$ cat src/rtl/core/kst_pkg.sv
// ----------------------------------------------------------------------------
// kst_pkg
// Shared types and constants of the keyed slot table.
// ----------------------------------------------------------------------------
package kst_pkg;

   localparam int SLOTS  = 64;
   localparam int IDX_W  = (SLOTS > 1) ? $clog2(SLOTS) : 1;
   localparam int CNT_W  = $clog2(SLOTS + 1);
   localparam int KEY_W  = 31;
   localparam int SLOT_W = 6;
   localparam int ACT_W  = 7;

   localparam logic OP_ADD    = 1'b0;
   localparam logic OP_REMOVE = 1'b1;

   typedef enum logic [1:0] {
      STAT_OK       = 2'd0,
      STAT_NOTFOUND = 2'd1,
      STAT_NEVER    = 2'd2,
      STAT_FULL     = 2'd3
   } status_type;

   typedef enum logic [1:0] {
      ST_IDLE,
      ST_SCAN,
      ST_POST
   } state_type;

   typedef struct packed {
      logic             operation;
      logic [KEY_W-1:0] key;
   } req_type;

   typedef struct packed {
      logic [1:0]        status;
      logic [SLOT_W-1:0] slot;
      logic              was_present;
      logic [ACT_W-1:0]  active_count;
   } rsp_type;

   // table update decided at the end of a scan, applied when the result leaves
   typedef struct packed {
      logic wr;    // store key, set valid
      logic clr;   // clear valid
      logic grow;  // append a new slot
      logic inc;
      logic dec;
   } commit_type;

endpackage

$ cat src/rtl/core/kst_key_ram.sv
// ----------------------------------------------------------------------------
// kst_key_ram
// Key store, one write port, one read port, registered read data.
// ----------------------------------------------------------------------------
module kst_key_ram (
   input  logic                      clock,
   input  logic                      wr_en,
   input  logic [kst_pkg::IDX_W-1:0] wr_addr,
   input  logic [kst_pkg::KEY_W-1:0] wr_data,
   input  logic                      rd_en,
   input  logic [kst_pkg::IDX_W-1:0] rd_addr,
   output logic [kst_pkg::KEY_W-1:0] rd_data
);
   import kst_pkg::*;

   logic [KEY_W-1:0] mem [SLOTS];
   logic [KEY_W-1:0] rd_data_ff;

   always_ff @(posedge clock) begin
      if (wr_en) begin
         mem[wr_addr] <= wr_data;
      end
   end

   always_ff @(posedge clock) begin
      if (rd_en) begin
         rd_data_ff <= mem[rd_addr];
      end
   end

   assign rd_data = rd_data_ff;

endmodule

$ cat src/rtl/core/keyed_slot_table.sv
// ----------------------------------------------------------------------------
// keyed_slot_table: keyed slot allocator with lookup, one request at a time.
// Scan: the key RAM is read one key per cycle over the slots in use (used = slots
//   ever allocated), each compared after its registered read; a hit ends it early.
// A new request is taken only back in idle, once the result is in the output register.
// Reset: synchronous; clears state, counts and all valid bits.
// ----------------------------------------------------------------------------
module keyed_slot_table (
   input  logic             clock,
   input  logic             reset,
   input  logic             req_valid,
   output logic             req_stall,
   input  kst_pkg::req_type req_data,
   output logic             rsp_valid,
   input  logic             rsp_stall,
   output kst_pkg::rsp_type rsp_data
);
   import kst_pkg::*;

   // sequencer and counters
   state_type        state_ff, state_in;
   logic [CNT_W-1:0] used_ff, used_in;
   logic [CNT_W-1:0] act_ff, act_in;
   logic [SLOTS-1:0] valid_ff, valid_in;

   // scan pipeline: issue index, then compare in the next cycle
   logic [CNT_W-1:0] iss_ff, iss_in;
   logic             rd_pend_ff, rd_pend_in;
   logic [IDX_W-1:0] rd_idx_ff, rd_idx_in;
   logic             free_hit_ff, free_hit_in;
   logic [IDX_W-1:0] free_idx_ff, free_idx_in;

   // request held for the scan
   logic             op_ff, op_in;
   logic [KEY_W-1:0] key_ff, key_in;

   // decided result and table update
   logic [1:0]       res_stat_ff, res_stat_in;
   logic [IDX_W-1:0] res_slot_ff, res_slot_in;
   logic             res_pres_ff, res_pres_in;
   logic [IDX_W-1:0] tgt_ff, tgt_in;
   commit_type       cmt_ff, cmt_in;

   // output register
   logic             rsp_valid_ff, rsp_valid_in;
   rsp_type          rsp_ff, rsp_in;

   // key RAM hookup
   logic             ram_wr_en;
   logic             ram_rd_en;
   logic [KEY_W-1:0] ram_rd_data;

   logic             out_free;
   logic             hit;
   logic             scan_done;
   logic [CNT_W-1:0] act_next;

   kst_key_ram u_key_ram (
      .clock   (clock),
      .wr_en   (ram_wr_en),
      .wr_addr (tgt_ff),
      .wr_data (key_ff),
      .rd_en   (ram_rd_en),
      .rd_addr (iss_ff[IDX_W-1:0]),
      .rd_data (ram_rd_data)
   );

   assign req_stall = (state_ff != ST_IDLE);
   assign rsp_valid = rsp_valid_ff;
   assign rsp_data  = rsp_ff;

   // result register can take a new value this cycle
   assign out_free = !rsp_valid_ff || !rsp_stall;

   // read next slot while there are slots in use left to look at
   assign ram_rd_en = (state_ff == ST_SCAN) && (iss_ff < used_ff);
   // a valid slot holding the key; freed slots never match
   assign hit       = rd_pend_ff && valid_ff[rd_idx_ff] && (ram_rd_data == key_ff);
   assign scan_done = !rd_pend_ff && !ram_rd_en;

   assign ram_wr_en = (state_ff == ST_POST) && out_free && cmt_ff.wr;

   always_comb begin
      act_next = act_ff;
      if (cmt_ff.inc) begin
         act_next = act_ff + CNT_W'(1);
      end else if (cmt_ff.dec && (act_ff != '0)) begin
         act_next = act_ff - CNT_W'(1);
      end
   end

   always_comb begin
      state_in     = state_ff;
      used_in      = used_ff;
      act_in       = act_ff;
      valid_in     = valid_ff;
      iss_in       = iss_ff;
      rd_pend_in   = 1'b0;
      rd_idx_in    = rd_idx_ff;
      free_hit_in  = free_hit_ff;
      free_idx_in  = free_idx_ff;
      op_in        = op_ff;
      key_in       = key_ff;
      res_stat_in  = res_stat_ff;
      res_slot_in  = res_slot_ff;
      res_pres_in  = res_pres_ff;
      tgt_in       = tgt_ff;
      cmt_in       = cmt_ff;
      rsp_valid_in = rsp_valid_ff && rsp_stall;
      rsp_in       = rsp_ff;

      case (state_ff)
         ST_IDLE: begin
            if (req_valid) begin
               op_in       = req_data.operation;
               key_in      = req_data.key;
               iss_in      = '0;
               free_hit_in = 1'b0;
               state_in    = ST_SCAN;
            end
         end

         ST_SCAN: begin
            if (ram_rd_en) begin
               iss_in     = iss_ff + CNT_W'(1);
               rd_pend_in = 1'b1;
               rd_idx_in  = iss_ff[IDX_W-1:0];
            end
            // later free slots override earlier: highest one wins
            if (rd_pend_ff && !valid_ff[rd_idx_ff]) begin
               free_hit_in = 1'b1;
               free_idx_in = rd_idx_ff;
            end

            res_stat_in = STAT_OK;
            res_slot_in = '0;
            res_pres_in = 1'b0;
            cmt_in      = '0;

            if (hit) begin
               tgt_in   = rd_idx_ff;
               state_in = ST_POST;
               if (op_ff == OP_ADD) begin
                  res_slot_in = rd_idx_ff;
                  res_pres_in = 1'b1;
               end else begin
                  cmt_in.clr = 1'b1;
                  cmt_in.dec = 1'b1;
               end
            end else if (scan_done) begin
               state_in = ST_POST;
               if (op_ff == OP_ADD) begin
                  if (free_hit_ff) begin
                     tgt_in      = free_idx_ff;
                     res_slot_in = free_idx_ff;
                     cmt_in.wr   = 1'b1;
                     cmt_in.inc  = 1'b1;
                  end else if (used_ff == CNT_W'(SLOTS)) begin
                     res_stat_in = STAT_FULL;
                  end else begin
                     tgt_in      = used_ff[IDX_W-1:0];
                     res_slot_in = used_ff[IDX_W-1:0];
                     cmt_in.wr   = 1'b1;
                     cmt_in.grow = 1'b1;
                     cmt_in.inc  = 1'b1;
                  end
               end else if (used_ff == '0) begin
                  res_stat_in = STAT_NEVER;
               end else begin
                  res_stat_in = STAT_NOTFOUND;
               end
            end
         end

         ST_POST: begin
            // table update and result transfer happen together
            if (out_free) begin
               rsp_valid_in        = 1'b1;
               rsp_in.status       = res_stat_ff;
               rsp_in.slot         = SLOT_W'(res_slot_ff);
               rsp_in.was_present  = res_pres_ff;
               rsp_in.active_count = ACT_W'(act_next);
               act_in              = act_next;
               if (cmt_ff.grow) begin
                  used_in = used_ff + CNT_W'(1);
               end
               if (cmt_ff.wr) begin
                  valid_in[tgt_ff] = 1'b1;
               end
               if (cmt_ff.clr) begin
                  valid_in[tgt_ff] = 1'b0;
               end
               state_in = ST_IDLE;
            end
         end

         default: begin
            state_in = ST_IDLE;
         end
      endcase
   end

   always_ff @(posedge clock) begin
      if (reset) begin
         state_ff     <= ST_IDLE;
         used_ff      <= '0;
         act_ff       <= '0;
         valid_ff     <= '0;
         iss_ff       <= '0;
         rd_pend_ff   <= 1'b0;
         free_hit_ff  <= 1'b0;
         cmt_ff       <= '0;
         rsp_valid_ff <= 1'b0;
      end else begin
         state_ff     <= state_in;
         used_ff      <= used_in;
         act_ff       <= act_in;
         valid_ff     <= valid_in;
         iss_ff       <= iss_in;
         rd_pend_ff   <= rd_pend_in;
         free_hit_ff  <= free_hit_in;
         cmt_ff       <= cmt_in;
         rsp_valid_ff <= rsp_valid_in;
      end
   end

   always_ff @(posedge clock) begin
      rd_idx_ff   <= rd_idx_in;
      free_idx_ff <= free_idx_in;
      op_ff       <= op_in;
      key_ff      <= key_in;
      res_stat_ff <= res_stat_in;
      res_slot_ff <= res_slot_in;
      res_pres_ff <= res_pres_in;
      tgt_ff      <= tgt_in;
      rsp_ff      <= rsp_in;
   end

   // active count tracks the valid bits
   a_act_matches_valid: assert property (@(posedge clock) disable iff (reset)
      $countones(valid_ff) == int'(act_ff))
      else $error("active count differs from number of valid slots");

   // no slot is valid at or above the allocation mark
   a_valid_below_used: assert property (@(posedge clock) disable iff (reset)
      (valid_ff >> used_ff) == '0)
      else $error("valid slot beyond slots in use");

   a_act_le_used: assert property (@(posedge clock) disable iff (reset)
      act_ff <= used_ff)
      else $error("active count above slots in use");

   // a write targets a slot that is free
   a_write_free_slot: assert property (@(posedge clock) disable iff (reset)
      ram_wr_en |-> !valid_ff[tgt_ff])
      else $error("key written over a valid slot");

endmodule
$ cat config.mk
export PLATFORM = sky130hd
export DESIGN_NAME = keyed_slot_table
export DESIGN_NICKNAME = d
export VERILOG_FILES = /design/src/rtl/core/kst_pkg.sv /design/src/rtl/core/kst_key_ram.sv /design/src/rtl/core/keyed_slot_table.sv
export SDC_FILE = /design/constraint.sdc
export NUM_CORES = 2
export LEC_CHECK = 0
export BUFFER_PORTS_ARGS = -buffer_cell sky130_fd_sc_hd__buf_2
export CAP_MARGIN = 20
export CORE_ASPECT_RATIO = 0.7
export CORE_UTILIZATION = 45
export CTS_CLUSTER_SIZE = 10
export DETAILED_ROUTE_END_ITERATION = 10
export PLACE_DENSITY_LB_ADDON = 0.3
export SETUP_SLACK_MARGIN = 0.1
export SLEW_MARGIN = 15
export SYNTH_ARGS = -nofsm -noshare
export SYNTH_HDL_FRONTEND = slang
export SYNTH_SLANG_ARGS = --single-unit
$ cat constraint.sdc
create_clock -name clock -period 3.7 [get_ports clock]
set_clock_uncertainty 0.1 [all_clocks]
set_input_delay 0.185 -clock clock [delete_from_list [all_inputs] [get_ports clock]]
set_output_delay 0.185 -clock clock [all_outputs]
set_load 0.005 [all_outputs]
### Yosys cells after proc, flatten, opt, wreduce, memory -nomap -nowiden

Memories as Yosys holds them, arrays and structs flattened. A register that Yosys moved wholly into a read port is not among the register bits.
Index checks and enable logic that the tools add are counted.

| storage, ports and cells | value |
|---|---|
| memory bits (writable) | 1,984 |
| output and inout bits | 18 |
| input bits | 36 |
| memories | 1 |
| bits in registers | 169 |

Memory list:

| name | depth | bits a word | read ports | clocked after memory_dff | wr ports | RTL line | source |
|---|---|---|---|---|---|---|---|
| u_key_ram.mem | 64 | 31 | 1 | 1 | 1 | kst_key_ram.sv:16 | `logic [KEY_W-1:0] mem [SLOTS];` |

| cells by class | value |
|---|---|
| add/sub/neg operators | 4 |
| muxes and demuxes | 55 |
| equal/unequal tests | 11 |
| $lt $le $gt $ge | 4 |
| reductions and logical operators | 33 |
| bitwise operators | 5 |

Operators by type and width:

| cell | number |
|---|---|
| $mux 64 | 4 |
| $mux 6 | 11 |
| $and 64x64->64 | 1 |
| $not 64->64 | 1 |
| $or 64x64->64 | 1 |
| $eq 31x31->1 | 1 |
| $mux 7 | 4 |
| $mux 2 | 12 |
| $add 7x1->7 const B | 3 |
| $mux 1 | 19 |
| $lt 6x7->1 const B | 2 |
| $pmux 7 s2 | 1 |
| $reduce_and 3->1 | 4 |
| $logic_and 1x1->1 | 10 |
| $reduce_and 2->1 | 4 |
| $eq 7x7->1 const B | 1 |
| $logic_not 7->1 | 1 |
| $lt 7x7->1 | 1 |
| $reduce_bool 7->1 | 1 |
| $sub 7x1->7 const B | 1 |
| $bmux 1 s6 | 1 |
| $demux 1 s6 | 1 |
| $ge 6x1->1 const B | 1 |
| $ne 2x2->1 const B | 3 |
| other kinds (13) | 23 |

### Longest topological paths before layout

| logic depth | value |
|---|---|
| word-level depth | 10 |
| depth in mapped cells | 11 |
| gate-level depth less buffers | 9 |

### Cells and area by module

Synthesis repeated with hierarchy kept, for this count alone.

| unflattened totals | value |
|---|---|
| cells, all modules | 4,133 |
| area total of the unflattened synthesis | 84,368.4 um^2 |

By module, submodules not included:

| module | times used | area an instance (um^2) | cells an instance |
|---|---|---|---|
| kst_key_ram | 1 | 76,626.0 | 3,429 |
| keyed_slot_table | 1 | 7,742.4 | 704 |

### Worst setup path after synthesis

No wires, ideal clock.

| path | value |
|---|---|
| path kind | reg-to-reg |
| start point | register state_ff[0] |
| end point | memory u_key_ram.mem[0][0], enable pin |
| library setup time | 0.420 ns |
| cell stages (with the launch flop) | 7 |
| slack | 0.277 ns |
| data arrival time | 2.902 ns |
| data required time | 3.180 ns |
| cell sequence | dfxtp_1 -> nand2b_1 -> a21oi_1 -> nand3b_1 -> or3_1 -> clkbuf_1 -> nor2_1 |

| on the way | value |
|---|---|
| longest elaborated chain between the ends | 5 |

Ends and longest elaborated chain:

| item | RTL line | source |
|---|---|---|
| start: declaration | keyed_slot_table.sv:21 | `state_type state_ff, state_in;` |
| start signal: assignment | keyed_slot_table.sv:215 | `state_ff <= state_in;` |
| $eq 2x2->1 | keyed_slot_table.sv:81 | `assign ram_wr_en = (state_ff == ST_POST) && out_free && cmt_ff.wr;` |
| $logic_and 1x1->1 (2 in a row) | keyed_slot_table.sv:81 |  |
| $mux 1 | kst_key_ram.sv:20 | `if (wr_en) begin` |
| $mux 1 (not written as such) | kst_key_ram.sv:21 | `mem[wr_addr] <= wr_data;` |
| end: declaration | kst_key_ram.sv:16 |  |

No other way between the ends.

### Final worst setup path

| path | value |
|---|---|
| start point | register key_ff[30] |
| end point | register tgt_ff[2] (data pin) |

| on the way | value |
|---|---|
| longest elaborated chain between the ends | 3 |

Ends and longest elaborated chain:

| item | RTL line | source |
|---|---|---|
| start: declaration | keyed_slot_table.sv:35 | `logic [KEY_W-1:0] key_ff, key_in;` |
| start signal: assignment | keyed_slot_table.sv:231 | `key_ff <= key_in;` |
| $eq 31x31->1 | keyed_slot_table.sv:78 | `assign hit = rd_pend_ff && valid_ff[rd_idx_ff] && (ram_rd_data == key_ff);` |
| $logic_and 1x1->1 | keyed_slot_table.sv:78 |  |
| $mux 6 | keyed_slot_table.sv:140 | `if (hit) begin` |
| end signal: assignment | keyed_slot_table.sv:235 | `tgt_ff <= tgt_in;` |
| end: declaration | keyed_slot_table.sv:41 | `logic [IDX_W-1:0] tgt_ff, tgt_in;` |

No other way between the ends.
A chain may end at the register's enable or synchronous reset.

==> flow_summary.ini <==
[clock_network]
worstSkewPairLatency_ns = 0.85
cts_tree = yes
ctsResizeCount = 0
clockBufferDepth = 3
root_buffer = clkbuf_16
clock_sinks = 2183
clk_pin_slew_ns = 0.06
cts-buffers-inserted = 236
post-cts-setup-buffers = 0
h-tree-depth = 4

[grt]
grt_pass1_vias = 40000
grt_pass1_wl_um = 313000
grt_max_degree = 93
antenna_found_initial = 26
track_usage_pct = 24.3
grt-ovfl-total = 0

[run_status]
status = finished, final reports clean

[layout]
drive_gt1_share_pct = 31.7
fillers = 13900
final_common_cell = edfxtp_1
fin_area_um2 = 96100
syn_to_final_growth_pct = 15.0
seqCellArea_um2 = 64600
layout_common_cells = edfxtp_1 (2,090), mux4_2 (659), clkbuf_16 (239)
finalNetCount = 4007
multi_input_area_um2 = 18500
fin_util_pct = 52.4

[placement]
port_buffers = 53
post-place-ws_ns = 0.252
dp_hpwl_um = 124000
gp_congestion = 0.811
place_area_um2 = 89200

[yosys]
ys_ff_latch = 2183
seq_area_frac_synth_pct = 77.3
synth_ff_type = edfxtp_1
synth_cell_types = 53
syn_inst = 3576
synthArstFlopShare_pct = 0
synth.avg_cell_area_um2 = 23.4
syn-num-nets = 3624
synth_warnings = 0
synth_edf_count = 2090
syn-cell-area_um2 = 83600

[drt]
drc = 0
dr.first_iter.drc_count = 5572
vias_per_cell = 6.23
wl_per_cell_um = 34.5
vias = 40400
ant_nets = 0
drt_wl_total_um = 224000
first_pass_iters = 6

[critical_path]
crit_chain = xor2_1 -> nor4_1 -> nand2_1 -> nor4_2 -> buf_4 -> buf_4 -> o211a_1 -> mux2_2
slowest_stage = nor4_1
cp-end-kind = flop
critical_path_buf_inv_count = 2
crit_top_cell = buf_4
worstPathRequired_ns = 4.20
criticalPathCategory = reg -> reg
cp_slowest_stage_delay_ns = 0.65
cp.arrival_ns = 3.97
crit_fanout = 9
crit_family = simple AND/OR/NAND/NOR gates
worst_setup_path_start_kind = flop

[timing]
slew_viol_final = 0
worst_pin_slew_ns = 1.06
setup_ws_ns = 0.224
rsz0062_at_grt = false
finalCritPeriodShare_pct = 93.9
max_freq_mhz = 288
period_minus_slack_ns = 3.48
hold_slack_ns = 0.0498
maxSlewHeadroom_pct = 29.1
hold_viol = 0
finalSetupViolCount = 0
setup_tns_ns = 0

[worst_hold_path]
min_path_type = in -> reg

[pwr]
power_leakage_nw = 28.8
vdd_ir_drop_max_v = 0.000500
power_density_nw_per_um2 = 503

[floorplan]
die_y_um = 363
rows = 131
core_area_um2 = 183000
die_area_um2 = 188000
die_w_um = 517
pin_count = 54
start_util_pct = 45.6

[run]
cap_violations = 0
[synthesized netlist by cell type, drive strengths merged (2+ instances only)]
cell | instances | area (µm²)
a211oi | 57 | 428
a21o | 3 | 22.5
a21oi | 42 | 210
a22o | 2 | 17.5
a22oi | 6 | 45.0
a31oi | 2 | 12.5
and3 | 4 | 25.0
and4 | 2 | 17.5
buf | 104 | 579
clkbuf | 87 | 327
dfxtp | 93 | 1860
edfxtp | 2090 | 62800
ha | 12 | 150
inv | 16 | 60.1
mux2 | 4 | 45.0
mux2i | 21 | 210
mux4 | 659 | 14800
nand2 | 39 | 146
nand2b | 9 | 56.3
nand3 | 20 | 100
nand3b | 3 | 22.5
nand4 | 9 | 56.3
nor2 | 153 | 574
nor2b | 8 | 50.1
nor3 | 8 | 40.0
nor3b | 3 | 22.5
nor4 | 8 | 50.1
o2111ai | 2 | 17.5
o211ai | 5 | 37.5
o21a | 10 | 75.1
o21ai | 12 | 60.1
or2 | 8 | 50.1
or3 | 6 | 37.5
or3b | 2 | 17.5
xnor2 | 21 | 184
xor2 | 32 | 280
[layout make-up]
class / instances / share of cell area (%)
Sequential cell: 2183 / 67.2
Multi-Input combinational cell: 1185 / 19.3
Clock buffer: 291 / 6.42
Timing Repair Buffer: 336 / 3.60
Tap cell: 2460 / 3.20
Clock inverter: 12 / 0.180
Inverter: 17 / 0.0664
Antenna cell: 11 / 0.0286
[metrics by stage]
stage               std cells  power (W)
floorplan                3576     0.0280
global placement         6121     0.0284
detailed placement       6122     0.0284
CTS                      6484     0.0487
global route             6484     0.0497
finish                   6495     0.0484
[flip-flops by register name (all words and copies together) (netlist names), 2 cells and up]
signal and count:
valid_ff 64, u_key_ram.mem 1984, act_ff 7, cmt_ff 3, rsp_data 16, iss_ff 7
tgt_ff 6, free_idx_ff 6, state_ff 2, rd_idx_ff 6, res_slot_ff 6, used_ff 7
res_stat_ff 2, u_key_ram.rd_data 31, key_ff 31
[final timing paths]
| kind | cells past startpoint | start | endpoint | slack [ns] |
|---|---|---|---|---|
| worst min register to register | 0 | res_slot_ff[2] | rsp_data[10] | 0.34 |
| worst max register to register | 8 | key_ff[30] | tgt_ff[2] | 0.22 |
| worst min-delay path | 2 | req_data[0] | key_ff[0] | 0.05 |
| worst max-delay path | 8 | key_ff[30] | tgt_ff[2] | 0.22 |
[logic make-up (layout without fill, tap and decap cells)]
| logic type | Yosys count | in the layout | share of synthesized area (%) |
|---|---|---|---|
| AND/OR/NAND/NOR | 284 | 284 | 1.53 |
| other | 0 | 11 | 0 |
| XOR/XNOR | 53 | 53 | 0.555 |
| adder cells (fa/ha/maj) | 12 | 12 | 0.180 |
| flip-flops | 2183 | 2183 | 77.3 |
| multiplexers | 684 | 684 | 18.1 |
| buffers and inverters | 208 | 656 | 1.16 |
| AO/OA/AOI/OAI | 152 | 152 | 1.22 |
[timing repair]
action / CTS / global route
hold buffers: 59 / 0
hold endpoints to repair: 141 / 0
endpoints found under the setup margin: 0 / 0
[layer usage]
metal	vias up	part of all wire, %	GRT usage, %
met5	-	0.070	0
met4	24	2.1	6.03
met3	309	14	9.86
met2	2334	43	33.9
met1	21800	41	35.4
li1	16000	-	-
[report_power, final]
group / switching (W) / leakage, nW / internal (W) / total, W
sequential: 0.0000477 / 19.6 / 0.0272 / 0.0272
combinational: 0.000582 / 6.14 / 0.000129 / 0.000710
clock: 0.00896 / 3.08 / 0.0115 / 0.0204
total: 0.00958 / 28.8 / 0.0388 / 0.0484
Power figures use the tool's default switching activity.
